--- config.mk ---
export PLATFORM = sky130hd
export DESIGN_NAME = lchws_ctrl
export DESIGN_NICKNAME = d
export VERILOG_FILES = /design/src/rtl/core/lchws_pkg.sv /design/src/rtl/core/lchws_ctrl.sv
export SDC_FILE = /design/constraint.sdc
export NUM_CORES = 1
export LEC_CHECK = 0
export BUFFER_PORTS_ARGS = -buffer_cell sky130_fd_sc_hd__buf_2
export CAP_MARGIN = 40
export CELL_PAD_IN_SITES_DETAIL_PLACEMENT = 0
export CELL_PAD_IN_SITES_GLOBAL_PLACEMENT = 2
export CORE_ASPECT_RATIO = 0.5
export CORE_MARGIN = 3
export CORE_UTILIZATION = 27
export DETAILED_ROUTE_END_ITERATION = 7
export GPL_ROUTABILITY_DRIVEN = 0
export PLACE_DENSITY_LB_ADDON = 0.1
export SLEW_MARGIN = 10
export SYNTH_ARGS = -nofsm -noshare
export SYNTH_HDL_FRONTEND = slang
export SYNTH_SLANG_ARGS = --single-unit
--- constraint.sdc ---
create_clock -name clk -period 2.2 [get_ports clk]
set_input_delay 0.33 -clock clk [delete_from_list [all_inputs] [get_ports clk]]
set_output_delay 0.33 -clock clk [all_outputs]
set_load 0.03 [all_outputs]
--- src/rtl/core/lchws_pkg.sv ---
`timescale 1ns / 1ps
`default_nettype none
// ----------------------------------------------------------------------------
// lchws_pkg
// Shared types, codes and helpers for the lock class hold/wait statistics block.
// ----------------------------------------------------------------------------
package lchws_pkg;

    localparam int CLASS_ENTRIES_DEF = 64;
    localparam int STACK_ENTRIES_DEF = 32;

    localparam int CMD_W    = 3;
    localparam int KEY_W    = 32;
    localparam int INST_W   = 32;
    localparam int TIME_W   = 48;
    localparam int CIDX_W   = 6;
    localparam int STATUS_W = 4;
    localparam int CLSO_W   = 6;
    localparam int DEPTHO_W = 6;
    localparam int TOTAL_W  = 64;
    localparam int COUNT_W  = 32;

    localparam logic [CMD_W-1:0] CMD_REGISTER  = 3'd0;
    localparam logic [CMD_W-1:0] CMD_ACQUIRE   = 3'd1;
    localparam logic [CMD_W-1:0] CMD_RELEASE   = 3'd2;
    localparam logic [CMD_W-1:0] CMD_CONTENDED = 3'd3;
    localparam logic [CMD_W-1:0] CMD_ACQUIRED  = 3'd4;
    localparam logic [CMD_W-1:0] CMD_READ      = 3'd5;
    localparam logic [CMD_W-1:0] CMD_CLEAR     = 3'd6;

    localparam logic [STATUS_W-1:0] STS_OK        = 4'd0;
    localparam logic [STATUS_W-1:0] STS_DUPLICATE = 4'd1;
    localparam logic [STATUS_W-1:0] STS_TBL_FULL  = 4'd2;
    localparam logic [STATUS_W-1:0] STS_UNKNOWN   = 4'd3;
    localparam logic [STATUS_W-1:0] STS_STK_FULL  = 4'd4;
    localparam logic [STATUS_W-1:0] STS_STK_EMPTY = 4'd5;
    localparam logic [STATUS_W-1:0] STS_NOT_HELD  = 4'd6;
    localparam logic [STATUS_W-1:0] STS_DISABLED  = 4'd7;
    localparam logic [STATUS_W-1:0] STS_NULL_KEY  = 4'd8;
    localparam logic [STATUS_W-1:0] STS_BAD_INDEX = 4'd9;

    typedef struct packed {
        logic [TIME_W-1:0]  min;
        logic [TIME_W-1:0]  max;
        logic [TOTAL_W-1:0] total;
        logic [COUNT_W-1:0] count;
    } stat_t;

    typedef struct packed {
        stat_t wait_s;
        stat_t hold_s;
    } class_stat_t;

    typedef enum logic [3:0] {
        S_INIT, S_IDLE, S_DECODE, S_K_RD, S_K_CMP, S_S_RD, S_S_CMP,
        S_F_RD, S_UPD, S_CLR, S_DONE
    } state_t;

    typedef enum logic [3:0] {
        OP_NONE, OP_LATCH, OP_KSTART, OP_KNEXT, OP_KFOUND, OP_KREG, OP_PUSH,
        OP_SSTART, OP_SNEXT, OP_SHIT, OP_CLSIDX, OP_UPD, OP_CLR_START, OP_CLR,
        OP_FAIL, OP_OUT
    } dp_op_t;

    typedef struct packed {
        logic                in_ready;
        logic                key_sel;
        dp_op_t              op;
        logic [STATUS_W-1:0] code;
    } dp_cmd_t;

    typedef struct packed {
        logic             accept;
        logic [CMD_W-1:0] command;
        logic             key_zero;
        logic             stats_en;
        logic             count_zero;
        logic             tbl_full;
        logic             stk_empty;
        logic             stk_full;
        logic             cidx_bad;
        logic             k_match;
        logic             k_last;
        logic             s_match;
        logic             s_last;
        logic             clr_last;
        logic             out_free;
    } dp_stat_t;

    function automatic stat_t stat_add(stat_t s, logic [TIME_W-1:0] t);
        stat_t r;
        r = s;
        if (t < s.min || s.count == '0)
            r.min = t;
        if (t > s.max)
            r.max = t;
        r.total = s.total + TOTAL_W'(t);
        if (s.count != '1)
            r.count = s.count + 1'b1;
        return r;
    endfunction

endpackage
`default_nettype wire

--- src/rtl/core/lchws_ctrl.sv ---
`timescale 1ns / 1ps
`default_nettype none
// ----------------------------------------------------------------------------
// lchws_ctrl
// Sequencer: decodes each request and steps the datapath through searches.
// ----------------------------------------------------------------------------
module lchws_ctrl (
    input  wire logic               clk,
    input  wire logic               rst_n,
    input  wire lchws_pkg::dp_stat_t st,
    output lchws_pkg::dp_cmd_t      cmd
);

    lchws_pkg::state_t state_reg;
    lchws_pkg::state_t state_next;

    always_ff @(posedge clk or negedge rst_n)
    begin
        if (!rst_n)
            state_reg <= lchws_pkg::S_INIT;
        else
            state_reg <= state_next;
    end

    always_comb
    begin
        state_next   = state_reg;
        cmd.in_ready = 1'b0;
        cmd.key_sel  = 1'b0;
        cmd.op       = lchws_pkg::OP_NONE;
        cmd.code     = lchws_pkg::STS_OK;
        unique case (state_reg)
            lchws_pkg::S_INIT:
            begin
                cmd.op = lchws_pkg::OP_CLR;
                if (st.clr_last)
                    state_next = lchws_pkg::S_IDLE;
            end
            lchws_pkg::S_IDLE:
            begin
                cmd.in_ready = 1'b1;
                cmd.op       = lchws_pkg::OP_LATCH;
                if (st.accept)
                    state_next = lchws_pkg::S_DECODE;
            end
            lchws_pkg::S_DECODE:
            begin
                priority if (st.command == lchws_pkg::CMD_REGISTER ||
                             st.command == lchws_pkg::CMD_ACQUIRE)
                begin
                    if (st.key_zero)
                    begin
                        cmd.op     = lchws_pkg::OP_FAIL;
                        cmd.code   = lchws_pkg::STS_NULL_KEY;
                        state_next = lchws_pkg::S_DONE;
                    end
                    else if (!st.count_zero)
                    begin
                        cmd.op     = lchws_pkg::OP_KSTART;
                        state_next = lchws_pkg::S_K_RD;
                    end
                    else if (st.command == lchws_pkg::CMD_REGISTER)
                    begin
                        cmd.op     = lchws_pkg::OP_KREG;
                        state_next = lchws_pkg::S_F_RD;
                    end
                    else
                    begin
                        cmd.op     = lchws_pkg::OP_FAIL;
                        cmd.code   = lchws_pkg::STS_UNKNOWN;
                        state_next = lchws_pkg::S_DONE;
                    end
                end
                else if (st.command == lchws_pkg::CMD_RELEASE ||
                         st.command == lchws_pkg::CMD_CONTENDED ||
                         st.command == lchws_pkg::CMD_ACQUIRED)
                begin
                    if (st.command != lchws_pkg::CMD_RELEASE && !st.stats_en)
                    begin
                        cmd.op     = lchws_pkg::OP_FAIL;
                        cmd.code   = lchws_pkg::STS_DISABLED;
                        state_next = lchws_pkg::S_DONE;
                    end
                    else if (st.stk_empty)
                    begin
                        cmd.op     = lchws_pkg::OP_FAIL;
                        cmd.code   = lchws_pkg::STS_STK_EMPTY;
                        state_next = lchws_pkg::S_DONE;
                    end
                    else
                    begin
                        cmd.op     = lchws_pkg::OP_SSTART;
                        state_next = lchws_pkg::S_S_RD;
                    end
                end
                else if (st.command == lchws_pkg::CMD_READ)
                begin
                    if (st.cidx_bad)
                    begin
                        cmd.op     = lchws_pkg::OP_FAIL;
                        cmd.code   = lchws_pkg::STS_BAD_INDEX;
                        state_next = lchws_pkg::S_DONE;
                    end
                    else
                    begin
                        cmd.op     = lchws_pkg::OP_CLSIDX;
                        state_next = lchws_pkg::S_F_RD;
                    end
                end
                else if (st.command == lchws_pkg::CMD_CLEAR)
                begin
                    cmd.op     = lchws_pkg::OP_CLR_START;
                    state_next = lchws_pkg::S_CLR;
                end
                else
                begin
                    cmd.op     = lchws_pkg::OP_FAIL;
                    cmd.code   = lchws_pkg::STS_OK;
                    state_next = lchws_pkg::S_DONE;
                end
            end
            lchws_pkg::S_K_RD:
            begin
                cmd.key_sel = 1'b1;
                state_next  = lchws_pkg::S_K_CMP;
            end
            lchws_pkg::S_K_CMP:
            begin
                priority if (st.k_match)
                begin
                    if (st.command == lchws_pkg::CMD_REGISTER)
                    begin
                        cmd.op     = lchws_pkg::OP_KFOUND;
                        cmd.code   = lchws_pkg::STS_DUPLICATE;
                        state_next = lchws_pkg::S_F_RD;
                    end
                    else if (st.stk_full)
                    begin
                        cmd.op     = lchws_pkg::OP_FAIL;
                        cmd.code   = lchws_pkg::STS_STK_FULL;
                        state_next = lchws_pkg::S_DONE;
                    end
                    else
                    begin
                        cmd.op     = lchws_pkg::OP_PUSH;
                        state_next = lchws_pkg::S_F_RD;
                    end
                end
                else if (st.k_last)
                begin
                    if (st.command == lchws_pkg::CMD_REGISTER && !st.tbl_full)
                    begin
                        cmd.op     = lchws_pkg::OP_KREG;
                        state_next = lchws_pkg::S_F_RD;
                    end
                    else
                    begin
                        cmd.op     = lchws_pkg::OP_FAIL;
                        cmd.code   = (st.command == lchws_pkg::CMD_REGISTER) ?
                                     lchws_pkg::STS_TBL_FULL : lchws_pkg::STS_UNKNOWN;
                        state_next = lchws_pkg::S_DONE;
                    end
                end
                else
                begin
                    cmd.op     = lchws_pkg::OP_KNEXT;
                    state_next = lchws_pkg::S_K_RD;
                end
            end
            lchws_pkg::S_S_RD:
            begin
                state_next = lchws_pkg::S_S_CMP;
            end
            lchws_pkg::S_S_CMP:
            begin
                priority if (st.s_match)
                begin
                    cmd.op     = lchws_pkg::OP_SHIT;
                    state_next = lchws_pkg::S_F_RD;
                end
                else if (st.s_last)
                begin
                    cmd.op     = lchws_pkg::OP_FAIL;
                    cmd.code   = lchws_pkg::STS_NOT_HELD;
                    state_next = lchws_pkg::S_DONE;
                end
                else
                begin
                    cmd.op     = lchws_pkg::OP_SNEXT;
                    state_next = lchws_pkg::S_S_RD;
                end
            end
            lchws_pkg::S_F_RD:
            begin
                state_next = lchws_pkg::S_UPD;
            end
            lchws_pkg::S_UPD:
            begin
                cmd.op     = lchws_pkg::OP_UPD;
                state_next = lchws_pkg::S_DONE;
            end
            lchws_pkg::S_CLR:
            begin
                cmd.op = lchws_pkg::OP_CLR;
                if (st.clr_last)
                    state_next = lchws_pkg::S_DONE;
            end
            lchws_pkg::S_DONE:
            begin
                // hold the finished result here until the output register frees up
                if (st.out_free)
                begin
                    cmd.op     = lchws_pkg::OP_OUT;
                    state_next = lchws_pkg::S_IDLE;
                end
            end
            default:
            begin
                state_next = lchws_pkg::S_INIT;
            end
        endcase
    end

    a_accept_decode: assert property (@(posedge clk) disable iff (!rst_n)
        (state_reg == lchws_pkg::S_IDLE && st.accept) |=> state_reg == lchws_pkg::S_DECODE)
        else $error("accepted request not decoded");

    a_upd_after_fetch: assert property (@(posedge clk) disable iff (!rst_n)
        state_reg == lchws_pkg::S_UPD |-> $past(state_reg) == lchws_pkg::S_F_RD)
        else $error("stats update without fetch");

    a_ready_only_idle: assert property (@(posedge clk) disable iff (!rst_n)
        cmd.in_ready |-> state_reg == lchws_pkg::S_IDLE)
        else $error("ready outside idle");

endmodule
`default_nettype wire

==> impl_metrics.py <==
metrics = {
    "layout": {
        "final_design_area_no_fill_mm2": 0.001290,
        "most_common_cell_after_layout_fill_and_taps_aside": "sky130_fd_sc_hd__buf_2",
        "num_antenna_cells": 0,
        "layout_common_cells": "sky130_fd_sc_hd__buf_2, sky130_fd_sc_hd__nor2_1, sky130_fd_sc_hd__o21ai_0, sky130_fd_sc_hd__a21oi_1, sky130_fd_sc_hd__buf_4",
        "layout-area-overhead-vs-synth_pct": 25.73,
        "count_of_placed_standard_cells_in_the_final_layout_fillers_left_out": 232,
        "fraction_of_layout_cells_with_a_size_suffix_above_1_pct": 30.39,
        "largest_register_ffs": 4,
        "finish.utilization_pct": 36.37,
        "nNetsFinal": 202,
    },
    "grt": {
        "grtUsageMet1_pct": 23.08,
        "globalRoute.busiestLayer": "met1",
        "antenna_found_initial": 0,
        "grt_pass1_vias": 1108,
        "total_congestion_overflow": 0,
        "pin_count_of_the_biggest_net_entering_global_routing": 21,
        "global_route.usage.met2_pct": 21.45,
        "globalRouteTotalUtil_pct": 14.61,
        "grt_pass1_wl_mm": 5.513,
        "global_route.usage.met3_pct": 2.744,
    },
    "route": {
        "post_drt_wl_per_cell_um": 14.22,
        "vias_per_cell": 5.332,
        "drt-initial-drc-count": 34,
        "detailed_route_drc_error_count": 0,
        "detailroute.via_count": 1237,
        "drt-total-wl_mm": 3.299,
        "drt-pass1-iter-count": 4,
        "final_antenna_net_count": 0,
    },
    "placement": {
        "port_buffers": 28,
        "placed_cell_area_mm2": 0.001216,
        "placed_cells_incl_taps": 227,
        "place_hpwl_mm": 2.654,
    },
    "yosys": {
        "yosys_register_bits": 4,
        "netlist_instances": 152,
        "synth_flop_cell": "sky130_fd_sc_hd__dfrtp_1",
        "warnings_synthesis": 0,
        "synth_area_per_cell_um2": 6.750,
        "postSynthNetCount": 171,
        "synth_cell_type_count": 47,
        "asyncSetResetFlopFracSynth_pct": 100.0,
        "mappedNetlistArea_mm2": 0.001026,
        "synth_edf_count": 0,
        "sequential_share_of_the_synthesized_area_pct": 9.756,
    },
    "critical_path": {
        "required_ps": 1870,
        "critical_path.max_fanout": 7,
        "cp-startpoint": "state_reg[3]",
        "critical_path_arrival_ps": 1800,
        "setup.reg_to_reg.worst_slack_ps": 420,
        "timing.rr.end": "state_reg[3]",
        "critical_path.reg2reg.startpoint": "state_reg[1]",
        "critical_path_class": "reg2out",
        "endpoint": "cmd[7]",
        "critical_path.endpoint_type": "primary output",
        "worst_r2r_path_cells": 6,
        "critical_path.startpoint_type": "register",
    },
    "power": {
        "total_leakage_power_nw": 0.5368,
        "p_per_area_mw_per_mm2": 1180,
        "total_power_mw": 1.522,
        "ir_drop_mv": 0.3084,
    },
    "status": {
        "status": "finished, final reports clean",
    },
    "clock_network": {
        "htree_num_levels": 1,
        "cts_num_sinks": 4,
        "clock_insertion_delay_worst_skew_ps": 210,
        "cts-root-buf": "sky130_fd_sc_hd__clkbuf_8",
        "clock_pin_slew_of_the_registers_on_the_worst_case_setup_and_hold_paths_ps": 30,
        "cts-buffers-inserted": 3,
        "cts.path.max_buffers": 2,
        "tritoncts": "built",
    },
    "timing": {
        "max_freq_ghz": 0.4700,
        "timing.slew.headroom_pct": 74.09,
        "finalSetupTns_ps": 0,
        "finalSetupViolCount": 0,
        "final_period_minus_worst_setup_slack_ps": 2128,
        "maxSlewViolCount": 0,
        "fin_worst_skew_ps": 2.509,
        "timing.final.crit_share_pct": 96.71,
        "rsz0062_at_grt": "false",
        "tightestPinTransition_ps": 388.7,
        "timing.final.hold_violations": 0,
    },
    "floorplanning": {
        "floorplan.core_area_mm2": 0.003547,
        "die_x_um": 93.18,
        "initial_utilization_pct": 28.92,
        "dieArea_mm2": 0.004621,
        "rows": 15,
        "die_h_um": 49.59,
        "io_pins": 29,
    },
    "flow_run": {
        "maxCapViolCount": 0,
    },
    "hold_path": {
        "worst_min_delay_path_class": "in2async",
    },
}
cell families after synthesis:
| kind of cell | share of synthesized area [%] |
|---|---|
| DFF | 9.756 |
| and+or+nand+nor | 38.66 |
| buffers and inverters | 10.12 |
| AOI/OAI and AO/OA | 41.46 |
critical path: stages (launching register included):
cell,delay (ps)
sky130_fd_sc_hd__dfrtp_1,410
sky130_fd_sc_hd__nand2b_4,190
sky130_fd_sc_hd__or3_4,370
sky130_fd_sc_hd__or3_1,380
sky130_fd_sc_hd__nand3_1,90
sky130_fd_sc_hd__buf_4,160
where the power goes:
group,switching (mW),internal [mW],leakage (nW)
clock,0.0349,0.116,0.0216
combinational,0.717,0.480,0.466
sequential,0.0627,0.111,0.0495
per-stage QoR:
| stage | hold slack, ps | setup slack [ps] |
|---|---|---|
| final | 453.8 | 72.31 |
| after floorplan | 34.41 | 165.0 |
| after global placement | 140.6 | 139.5 |
| after global routing | 470.2 | 7.199 |
| after detailed placement | 142.6 | 225.4 |
| after CTS | 454.9 | 3.855 |
worst min-delay path by stage:
stage | depth (start not counted) | endpoint | slack (ps) | startpoint
final | 2 | state_reg[0] | 450 | rst_n
after global routing | 2 | state_reg[0] | 470 | rst_n
after CTS | 2 | state_reg[0] | 450 | rst_n
after detailed placement | 1 | state_reg[1] | 140 | rst_n
after global placement | 1 | state_reg[1] | 140 | rst_n
after floorplan | 0 | state_reg[0] | 30 | rst_n
area by class of cell:
type / count / area (um^2)
multi-input cells: 130 / 830.8
fillers: 401 / 2257
repair buffers: 40 / 237.7
clock buffers: 3 / 41.29
inverters: 4 / 15.01
flip-flops and latches: 4 / 101.3
well taps: 51 / 63.81
metal layers:
metal  routed length [um]  up-vias
met5                    0        -
met4                    0        0
met3                  114        0
met2                 1361       21
met1                 1822      590
li1                     -      626
Yosys cell counts (2+ instances only):
| cell type | number | area (um^2) |
|---|---|---|
| sky130_fd_sc_hd__a31oi_1 | 3 | 18.77 |
| sky130_fd_sc_hd__inv_1 | 3 | 11.26 |
| sky130_fd_sc_hd__a22oi_1 | 2 | 15.01 |
| sky130_fd_sc_hd__o21a_1 | 2 | 15.01 |
| sky130_fd_sc_hd__o21ai_0 | 14 | 70.07 |
| sky130_fd_sc_hd__nand3_1 | 3 | 15.01 |
| sky130_fd_sc_hd__o22ai_1 | 4 | 25.02 |
| sky130_fd_sc_hd__nor2_1 | 15 | 56.30 |
| sky130_fd_sc_hd__o32a_1 | 3 | 30.03 |
| sky130_fd_sc_hd__or2_1 | 2 | 12.51 |
| sky130_fd_sc_hd__buf_2 | 5 | 25.02 |
| sky130_fd_sc_hd__a21oi_1 | 15 | 75.07 |
| sky130_fd_sc_hd__nand2b_4 | 2 | 27.53 |
| sky130_fd_sc_hd__o21bai_1 | 2 | 15.01 |
| sky130_fd_sc_hd__nor3_2 | 2 | 20.02 |
| sky130_fd_sc_hd__nor2b_1 | 5 | 31.28 |
| sky130_fd_sc_hd__nand2b_1 | 7 | 43.79 |
| sky130_fd_sc_hd__nand2_1 | 12 | 45.04 |
| sky130_fd_sc_hd__or3_1 | 4 | 25.02 |
| sky130_fd_sc_hd__nor3_1 | 8 | 40.04 |
| sky130_fd_sc_hd__o31ai_1 | 2 | 15.01 |
| sky130_fd_sc_hd__a211o_1 | 2 | 17.52 |
| sky130_fd_sc_hd__buf_6 | 3 | 33.78 |
| sky130_fd_sc_hd__clkbuf_1 | 4 | 15.01 |
| sky130_fd_sc_hd__dfrtp_1 | 4 | 100.1 |
| sky130_fd_sc_hd__buf_4 | 2 | 15.01 |
| sky130_fd_sc_hd__nor3b_1 | 2 | 15.01 |
repair_timing:
| item | in CTS | in global routing |
|---|---|---|
| buffers inserted | 0 | 1 |
| setup endpoints to repair | 2 | 3 |
| resized for setup | 1 | 6 |
| hold buffers | 1 | 0 |
| hold endpoints to repair | 4 | 0 |
Note: power is estimated with default switching activity, not from simulation.
